File: config.mk
export PLATFORM = sky130hd
export DESIGN_NAME = arp_address_cache_top
export DESIGN_NICKNAME = d
export VERILOG_FILES = /design/src/sv/arpc_pkg.sv /design/src/sv/arp_address_cache_top.sv /design/src/sv/arpc_ram.sv
export VERILOG_INCLUDE_DIRS = /design/src /design/src/sv
export SDC_FILE = /design/constraint.sdc
export NUM_CORES = 2
export LEC_CHECK = 0
export BUFFER_PORTS_ARGS = -buffer_cell sky130_fd_sc_hd__clkbuf_2
export CAP_MARGIN = 20
export CORE_ASPECT_RATIO = 1.75
export CORE_MARGIN = 2
export CORE_UTILIZATION = 50
export CTS_CLUSTER_SIZE = 20
export DETAILED_ROUTE_END_ITERATION = 6
export PLACE_DENSITY = 0.64
export SYNTH_ARGS = -nofsm -noshare
export SYNTH_HDL_FRONTEND = slang
export SYNTH_SLANG_ARGS = --single-unit
File: constraint.sdc
create_clock -name clk_i -period 9.45 [get_ports clk_i]
set_clock_uncertainty 0.1 [all_clocks]
set_input_delay 0.945 -clock clk_i [delete_from_list [all_inputs] [get_ports clk_i]]
set_output_delay 0.945 -clock clk_i [all_outputs]
set_load 0.01 [all_outputs]
File: src/sv/arp_address_cache_top_assert.svh
// Assertion macros for the ARP address cache.
// Expects clk_i and rst_ni in the scope of the module that uses them.
`ifndef ARP_ADDRESS_CACHE_TOP_ASSERT_SVH
`define ARP_ADDRESS_CACHE_TOP_ASSERT_SVH

// Same-cycle implication, checked out of reset.
`define ARPC_ASSERT_IMP(name, ante, cons, msg) \
  name: assert property (@(posedge clk_i) disable iff (!rst_ni) (ante) |-> (cons)) \
    else $error(msg);

// Next-cycle implication, checked out of reset.
`define ARPC_ASSERT_NXT(name, ante, cons, msg) \
  name: assert property (@(posedge clk_i) disable iff (!rst_ni) (ante) |=> (cons)) \
    else $error(msg);

`endif

File: src/sv/arpc_pkg.sv
// Shared types and constants for the ARP address cache.
// No dependencies.
package arpc_pkg;

  localparam int unsigned IpW  = 32;
  localparam int unsigned MacW = 48;

  localparam logic [MacW-1:0] MacBcast = '1;

  typedef enum logic [1:0] {
    OP_LOOKUP = 2'd0,
    OP_ADD    = 2'd1,
    OP_CLEAR  = 2'd2
  } op_e;

  typedef enum logic {
    ST_IDLE = 1'b0,
    ST_SCAN = 1'b1
  } state_e;

endpackage

File: src/sv/arp_address_cache_top.sv
// ARP address cache top level: IPv4 to MAC table with a sequential scan.
// Depends on arpc_pkg, arpc_ram and arp_address_cache_top_assert.svh.
//
//   channel | direction | handshake                | payload
//   --------+-----------+--------------------------+-----------------------------
//   in      | input     | in_valid_i / in_ready_o   | op_i, ip_addr_i, mac_in_i
//   out     | output    | out_valid_o / out_ready_i | mac_out_o, hit_o, dropped_o
//
// Add, clear, reserved op and lookup on an empty table: result registered at the accept edge.
// Lookup: one entry compared per cycle through the table RAM read port, from entry 0
// upward; the first match ends the scan with a hit, else a miss after the last entry.
// Items are taken only in idle and while the result slot is free or draining.
// Reset empties the table (fill count only); RAM contents are not cleared.
`include "arp_address_cache_top_assert.svh"

module arp_address_cache_top #(
  parameter int unsigned ENTRIES = 16
) (
  input  logic                       clk_i,
  input  logic                       rst_ni,
  input  logic                       in_valid_i,
  output logic                       in_ready_o,
  input  logic [1:0]                 op_i,
  input  logic [arpc_pkg::IpW-1:0]   ip_addr_i,
  input  logic [arpc_pkg::MacW-1:0]  mac_in_i,
  output logic                       out_valid_o,
  input  logic                       out_ready_i,
  output logic [arpc_pkg::MacW-1:0]  mac_out_o,
  output logic                       hit_o,
  output logic                       dropped_o
);

  localparam int unsigned IdxW  = (ENTRIES > 1) ? $clog2(ENTRIES) : 1;
  localparam int unsigned CntW  = $clog2(ENTRIES + 1);
  localparam int unsigned WordW = arpc_pkg::IpW + arpc_pkg::MacW;

  arpc_pkg::state_e state_q, state_d;
  logic [CntW-1:0]  fill_q, fill_d;
  logic [IdxW-1:0]  idx_q, idx_d;
  logic [arpc_pkg::IpW-1:0] key_q, key_d;

  logic                      out_valid_q, out_valid_d;
  logic [arpc_pkg::MacW-1:0] mac_out_q, mac_out_d;
  logic                      hit_q, hit_d;
  logic                      dropped_q, dropped_d;

  logic             ram_we;
  logic [IdxW-1:0]  ram_waddr;
  logic [WordW-1:0] ram_wdata;
  logic [IdxW-1:0]  ram_raddr;
  logic [WordW-1:0] ram_rdata;

  logic in_acc;
  logic slot_free;
  logic full;
  logic last;
  logic match;

  assign slot_free  = !out_valid_q || out_ready_i;
  assign in_ready_o = (state_q == arpc_pkg::ST_IDLE) && slot_free;
  assign in_acc     = in_valid_i && in_ready_o;
  assign full       = (fill_q == CntW'(ENTRIES));
  assign last       = (CntW'(idx_q) == (fill_q - CntW'(1)));
  assign match      = (ram_rdata[WordW-1 -: arpc_pkg::IpW] == key_q);

  arpc_ram #(
    .Width (WordW),
    .Depth (ENTRIES)
  ) u_table (
    .clk_i   (clk_i),
    .we_i    (ram_we),
    .waddr_i (ram_waddr),
    .wdata_i (ram_wdata),
    .raddr_i (ram_raddr),
    .rdata_o (ram_rdata)
  );

  assign ram_waddr = fill_q[IdxW-1:0];
  assign ram_wdata = {ip_addr_i, mac_in_i};

  always_comb begin
    state_d     = state_q;
    fill_d      = fill_q;
    idx_d       = idx_q;
    key_d       = key_q;
    out_valid_d = out_valid_q && !out_ready_i;
    mac_out_d   = mac_out_q;
    hit_d       = hit_q;
    dropped_d   = dropped_q;
    ram_we      = 1'b0;
    ram_raddr   = '0;

    case (state_q)
      arpc_pkg::ST_IDLE: begin
        // read address 0 every idle cycle so entry 0 is ready on scan entry
        ram_raddr = '0;
        if (in_acc) begin
          key_d     = ip_addr_i;
          idx_d     = '0;
          mac_out_d = '0;
          hit_d     = 1'b0;
          dropped_d = 1'b0;
          if (op_i == arpc_pkg::OP_LOOKUP) begin
            if (fill_q == '0) begin
              out_valid_d = 1'b1;
              mac_out_d   = arpc_pkg::MacBcast;
            end else begin
              state_d = arpc_pkg::ST_SCAN;
            end
          end else if (op_i == arpc_pkg::OP_ADD) begin
            out_valid_d = 1'b1;
            if (full) begin
              dropped_d = 1'b1;
            end else begin
              ram_we = 1'b1;
              fill_d = fill_q + CntW'(1);
            end
          end else if (op_i == arpc_pkg::OP_CLEAR) begin
            out_valid_d = 1'b1;
            fill_d      = '0;
          end else begin
            out_valid_d = 1'b1;
          end
        end
      end
      arpc_pkg::ST_SCAN: begin
        ram_raddr = IdxW'(idx_q + 1'b1);
        if (match) begin
          out_valid_d = 1'b1;
          mac_out_d   = ram_rdata[arpc_pkg::MacW-1:0];
          hit_d       = 1'b1;
          state_d     = arpc_pkg::ST_IDLE;
        end else if (last) begin
          out_valid_d = 1'b1;
          mac_out_d   = arpc_pkg::MacBcast;
          state_d     = arpc_pkg::ST_IDLE;
        end else begin
          idx_d = IdxW'(idx_q + 1'b1);
        end
      end
      default: begin
        state_d = arpc_pkg::ST_IDLE;
      end
    endcase
  end

  always_ff @(posedge clk_i or negedge rst_ni) begin
    if (!rst_ni) begin
      state_q     <= arpc_pkg::ST_IDLE;
      fill_q      <= '0;
      idx_q       <= '0;
      out_valid_q <= 1'b0;
    end else begin
      state_q     <= state_d;
      fill_q      <= fill_d;
      idx_q       <= idx_d;
      out_valid_q <= out_valid_d;
    end
  end

  always_ff @(posedge clk_i) begin
    key_q     <= key_d;
    mac_out_q <= mac_out_d;
    hit_q     <= hit_d;
    dropped_q <= dropped_d;
  end

  assign out_valid_o = out_valid_q;
  assign mac_out_o   = mac_out_q;
  assign hit_o       = hit_q;
  assign dropped_o   = dropped_q;

  `ARPC_ASSERT_IMP(a_acc_slot_free, in_acc, slot_free, "item accepted with result slot busy")
  `ARPC_ASSERT_IMP(a_fill_bound, 1'b1, fill_q <= CntW'(ENTRIES), "fill count above table size")
  `ARPC_ASSERT_IMP(a_scan_idx, state_q == arpc_pkg::ST_SCAN, CntW'(idx_q) < fill_q, "scan past fill")
  `ARPC_ASSERT_IMP(a_scan_no_out, state_q == arpc_pkg::ST_SCAN, !out_valid_q, "result during scan")
  `ARPC_ASSERT_NXT(a_drop_full, in_acc && op_i == arpc_pkg::OP_ADD && full, dropped_q && out_valid_q, "full add not flagged")

endmodule

File: src/sv/arpc_ram.sv
// Generic simple dual-port RAM: one write port, one read port, registered read.
// No dependencies.
module arpc_ram #(
  parameter int unsigned Width = 8,
  parameter int unsigned Depth = 16
) (
  input  logic                                        clk_i,
  input  logic                                        we_i,
  input  logic [((Depth > 1) ? $clog2(Depth) : 1)-1:0] waddr_i,
  input  logic [Width-1:0]                            wdata_i,
  input  logic [((Depth > 1) ? $clog2(Depth) : 1)-1:0] raddr_i,
  output logic [Width-1:0]                            rdata_o
);

  logic [Width-1:0] mem_q [Depth];
  logic [Width-1:0] rdata_q;

  always_ff @(posedge clk_i) begin
    if (we_i) begin
      mem_q[waddr_i] <= wdata_i;
    end
    rdata_q <= mem_q[raddr_i];
  end

  assign rdata_o = rdata_q;

endmodule

==> flow_summary.html <==
<table>
<tr><th>Metric</th><th>Value</th></tr>
<tr><th colspan="2">Route</th></tr>
<tr><td>Routed wire length per instance</td><td>26.5 um</td></tr>
<tr><td>Avg Vias per Cell</td><td>5.91</td></tr>
<tr><td>Detailed router's first-iteration violation count</td><td>2,336</td></tr>
<tr><td>Routed Antenna Nets</td><td>0</td></tr>
<tr><td>First-pass iteration count of the detailed router</td><td>7</td></tr>
<tr><td>Vias after detailed routing</td><td>29,030</td></tr>
<tr><td>Drt total wl</td><td>130 mm</td></tr>
<tr><td>DRC Markers</td><td>1</td></tr>
<tr><th colspan="2">CTS</th></tr>
<tr><td>CTS H-tree depth</td><td>3</td></tr>
<tr><td>Clock Sink Count</td><td>1,453</td></tr>
<tr><td>Worst skew pair latency</td><td>740 ps</td></tr>
<tr><td>Total CTS buffers</td><td>121</td></tr>
<tr><td>Clock slew seen by the registers of the worst setup and hold paths</td><td>roughly 70 ps</td></tr>
<tr><td>TritonCTS clock tree</td><td>done</td></tr>
<tr><td>Max clock buf depth</td><td>3</td></tr>
<tr><td>Number of gates resized after cts</td><td>0</td></tr>
<tr><td>Root Buffer Master</td><td>sky130_fd_sc_hd__clkbuf_16</td></tr>
<tr><th colspan="2">Final layout</th></tr>
<tr><td>Synthesis-to-layout area growth</td><td>11.4%</td></tr>
<tr><td>Net count, final</td><td>3,423</td></tr>
<tr><td>Cell area after layout</td><td>62,200 um2</td></tr>
<tr><td>Proportion of layout cells with a drive suffix above 1</td><td>14.3%</td></tr>
<tr><th colspan="2">Logic synthesis</th></tr>
<tr><td>Synthesized cell area</td><td>~56,000 um2</td></tr>
<tr><td>Total of flip-flops plus latches after synthesis</td><td>1,453</td></tr>
<tr><td>Area share of the largest cell type after synthesis</td><td>73.3%</td></tr>
<tr><td>Most used DFF post-synth</td><td>sky130_fd_sc_hd__edfxtp_1</td></tr>
<tr><td>Number of synthesized flops with an enable pin</td><td>between 1,000 and 1,500</td></tr>
<tr><td>Async set-or-reset flop fraction in the synthesized netlist</td><td>less than 1%</td></tr>
<tr><td>Netlist cell types</td><td>39</td></tr>
<tr><td>Synthesis Warnings</td><td>0</td></tr>
<tr><td>Number of nets produced by synthesis</td><td>3,321</td></tr>
<tr><td>Average instance area after synthesis</td><td>around 17 um2</td></tr>
<tr><td>Synth area leader</td><td>sky130_fd_sc_hd__edfxtp_1</td></tr>
<tr><td>Part of the Yosys area used for sequential elements</td><td>76.7%</td></tr>
<tr><td>Cells taking the most area after synthesis</td><td>sky130_fd_sc_hd__edfxtp_1 (73%), sky130_fd_sc_hd__mux2i_1 (5.7%), sky130_fd_sc_hd__a211oi_1 (3.2%)</td></tr>
<tr><td>Gate count after technology mapping</td><td>3,226</td></tr>
<tr><th colspan="2">Worst setup path</th></tr>
<tr><td>Endpoint required time on the critical path</td><td>9700 ps</td></tr>
<tr><td>Crit path largest cell delay</td><td>roughly 920 ps</td></tr>
<tr><td>Path type of the worst setup path</td><td>reg2reg</td></tr>
<tr><td>Most frequent CP cell</td><td>sky130_fd_sc_hd__nand2_1</td></tr>
<tr><td>Ordered cell list for the critical path</td><td>nor2b_1 -&gt; nand2_1 -&gt; nor4b_1 -&gt; nand2_1 -&gt; nor2_4 -&gt; buf_4</td></tr>
<tr><td>Max Fanout on Critical Path</td><td>65</td></tr>
<tr><td>Slowest cell on crit path</td><td>sky130_fd_sc_hd__buf_4</td></tr>
<tr><td>Data arrival time of the worst path</td><td>~5400 ps</td></tr>
<tr><td>Kind of start point of the critical path</td><td>flip-flop</td></tr>
<tr><td>Critical path endpoint category</td><td>flip-flop</td></tr>
<tr><th colspan="2">Timing</th></tr>
<tr><td>Clock period minus final worst setup slack</td><td>5140 ps</td></tr>
<tr><td>Slew Limit Headroom</td><td>around 18%</td></tr>
<tr><td>Worst-Margin Slew</td><td>approximately 1200 ps</td></tr>
<tr><td>Count of final setup violators</td><td>0</td></tr>
<tr><td>Fraction of the cycle the final worst path needs</td><td>54.4%</td></tr>
<tr><td>Setup repair after global routing missed its margin</td><td>no</td></tr>
<tr><td>Max Clock Freq</td><td>between 0.15 and 0.2 GHz</td></tr>
<tr><td>Setup TNS</td><td>0 ps</td></tr>
<tr><td>Slew Viols, Final</td><td>0</td></tr>
<tr><td>Fin. Hold Viols</td><td>0</td></tr>
<tr><th colspan="2">Pwr</th></tr>
<tr><td>Switching power total</td><td>0.00575 W</td></tr>
<tr><td>Power density over cell area</td><td>291 nW/um2</td></tr>
<tr><td>Combinational Power Share</td><td>28.4%</td></tr>
<tr><td>Switch share</td><td>roughly a third</td></tr>
<tr><td>Clock network power share</td><td>28.7%</td></tr>
<tr><td>Peak ir drop on the vdd network</td><td>0.000280 V</td></tr>
<tr><td>Sequential share of power</td><td>a little over two fifths</td></tr>
<tr><td>Leakage power of the design</td><td>20.9 nW</td></tr>
<tr><td>Internal portion of total power</td><td>~0.012 W</td></tr>
<tr><th colspan="2">Global routing</th></tr>
<tr><td>Vias in the first global route</td><td>just over 30,000</td></tr>
<tr><td>Tot GR Track Use</td><td>22.8%</td></tr>
<tr><td>Total global routing overflow</td><td>0</td></tr>
<tr><td>Number of antenna violations at the first check in global routing</td><td>13</td></tr>
<tr><td>Maximum number of pins on one net before global-route repair</td><td>161</td></tr>
<tr><td>Global-route wire length before repair</td><td>194 mm</td></tr>
<tr><th colspan="2">Min path</th></tr>
<tr><td>Path class of the lowest-slack min-delay path</td><td>reg2reg</td></tr>
<tr><th colspan="2">Floorplan</th></tr>
<tr><td>Area inside the core boundary</td><td>between 100,000 and 150,000 um2</td></tr>
<tr><td>Die width</td><td>between 200 and 300 um</td></tr>
<tr><td>Count of standard-cell rows</td><td>162</td></tr>
<tr><td>Area enclosed by the die boundary</td><td>114,000 um2</td></tr>
<tr><td>Number of top-level design ports</td><td>138</td></tr>
<tr><td>Vert. Die Dim</td><td>446 um</td></tr>
<tr><td>Starting utilization of the core area</td><td>50.2%</td></tr>
<tr><th colspan="2">Placed design</th></tr>
<tr><td>Half-perimeter wire length of the detailed placement result</td><td>70.2 mm</td></tr>
<tr><td>Last weighted congestion value of the routability-driven placer</td><td>about 0.81</td></tr>
<tr><td>DP Area</td><td>57,900 um2</td></tr>
<tr><td>Port bufs</td><td>137</td></tr>
<tr><th colspan="2">Run status</th></tr>
<tr><td>Outcome</td><td>finished, violations left</td></tr>
<tr><td>Violated checks</td><td>DRC</td></tr>
<tr><th colspan="2">Run</th></tr>
<tr><td>Maxcap violations</td><td>0</td></tr>
</table>
-- final cells by class --
class | instances | area [um2]
clock buffers | 157 | 3370
well taps | 1476 | 1850
diodes | 4 | 10.0
clock inverters | 73 | 803
repair buffers | 188 | 1190
flip-flops and latches | 1453 | 42800
fillers | 8588 | 48900
inverters | 6 | 22.5
multi-input cells | 1558 | 12100
-- per-layer routing --
layer / vias up / global-route usage [%] / share of wire (%)
li1: 12905 / - / -
met1: 15092 / 27.5 / 39
met2: 787 / 41.4 / 53
met3: 230 / 3.11 / 4.3
met4: 16 / 9.00 / 3.4
met5: - / 0 / 0.078
-- state kept, by name, indices dropped and copies added (netlist names) --
signal and count:
state_q 1, out_valid_o 1, u_table.mem_q 1280, mac_out_o 48
hit_o 1, u_table.rdata_o 80, dropped_o 1, fill_q 5
idx_q 4, key_q 32
-- timing repair --
item,4_1_cts,5_1_grt
hold buffers,1,0
endpoints found under the hold margin,11,0
buffers inserted,0,0
endpoints found under the setup margin,0,0
-- cell usage after synthesis, drive strengths merged, types with 4 or more instances --
master / number
clkbuf: 114
dfrtp: 11
a211oi: 240
dfxtp: 80
nand2b: 4
inv: 6
nor3: 6
a31oi: 80
nor2b: 162
mux2i: 320
a21oi: 86
edfxtp: 1362
nand3: 6
nand4: 11
xor2: 6
a21o: 49
a311oi: 80
mux4: 80
buf: 95
o21ai: 7
ha: 9
xnor2: 36
nand2: 335
nor2: 23
-- critical path: cells and delay by family (launching register included) --
family | cells | cell delay [ps]
buffers and inverters | 1 | 920
DFF | 1 | 840
and+or+nand+nor | 5 | 2780
-- layout by cell type (no fill, tap or decap), types with 11 or more instances in the layout --
cell type / count
sky130_fd_sc_hd__a211oi_1: 240
sky130_fd_sc_hd__a21o_1: 48
sky130_fd_sc_hd__a21oi_1: 86
sky130_fd_sc_hd__a311oi_1: 80
sky130_fd_sc_hd__a31oi_1: 80
sky130_fd_sc_hd__buf_4: 42
sky130_fd_sc_hd__bufinv_16: 14
sky130_fd_sc_hd__clkbuf_1: 18
sky130_fd_sc_hd__clkbuf_16: 123
sky130_fd_sc_hd__clkbuf_2: 137
sky130_fd_sc_hd__clkbuf_8: 16
sky130_fd_sc_hd__clkinv_1: 16
sky130_fd_sc_hd__clkinv_2: 28
sky130_fd_sc_hd__dfxtp_1: 80
sky130_fd_sc_hd__edfxtp_1: 1362
sky130_fd_sc_hd__mux2i_1: 320
sky130_fd_sc_hd__mux4_2: 80
sky130_fd_sc_hd__nand2_1: 333
sky130_fd_sc_hd__nand4_1: 11
sky130_fd_sc_hd__nor2_4: 14
sky130_fd_sc_hd__nor2b_1: 162
sky130_fd_sc_hd__xnor2_1: 36
-- kinds of logic after synthesis --
family | share of synthesized area [%]
DFF | 76.7
muxes | 8.97
adders and majority gates | 0.202
buffers and inverters | 1.86
and+or+nand+nor | 4.67
AOI/OAI and AO/OA | 6.98
xor gates and xnor gates | 0.659
-- power groups by stage --
| stage | registers, W | logic, W | clock network [W] |
|---|---|---|---|
| after floorplan | 0.00775 | 0.00379 | 0 |
| after global placement | 0.00790 | 0.00511 | 0 |
| after detailed placement | 0.00790 | 0.00518 | 0 |
| after CTS | 0.00777 | 0.00521 | 0.00528 |
| after global routing | 0.00779 | 0.00556 | 0.00551 |
| final | 0.00776 | 0.00515 | 0.00519 |
-- path summary, 6_finish.rpt --
check | from | end | depth (start not counted) | slack [ps]
max | state_q | u_table.mem_q[10][52] | 6 | 4310
min | u_table.rdata_o[8] | mac_out_o[8] | 1 | 410
max reg2reg | state_q | u_table.mem_q[10][52] | 6 | 4310
min reg2reg | u_table.rdata_o[8] | mac_out_o[8] | 1 | 410
max in group asynchronous | rst_ni | idx_q[0] | 2 | 8340
min in group asynchronous | rst_ni | fill_q[2] | 2 | 620
-- per-stage QoR --
stage / setup WS, ps / util, % / hold WS (ps) / power, W / instances
after floorplan: 1390 / - / 320 / 0.0115 / 3226
after global routing: 4030 / 56.0 / 427 / 0.0189 / 4913
after global placement: 4460 / 52.1 / 400 / 0.0130 / 4677
final: 4310 / 56.0 / 409 / 0.0181 / 4915
after CTS: 4290 / 55.9 / 412 / 0.0183 / 4908
after detailed placement: 4290 / 52.1 / 392 / 0.0131 / 4677
(Power assumes the default switching activity.)
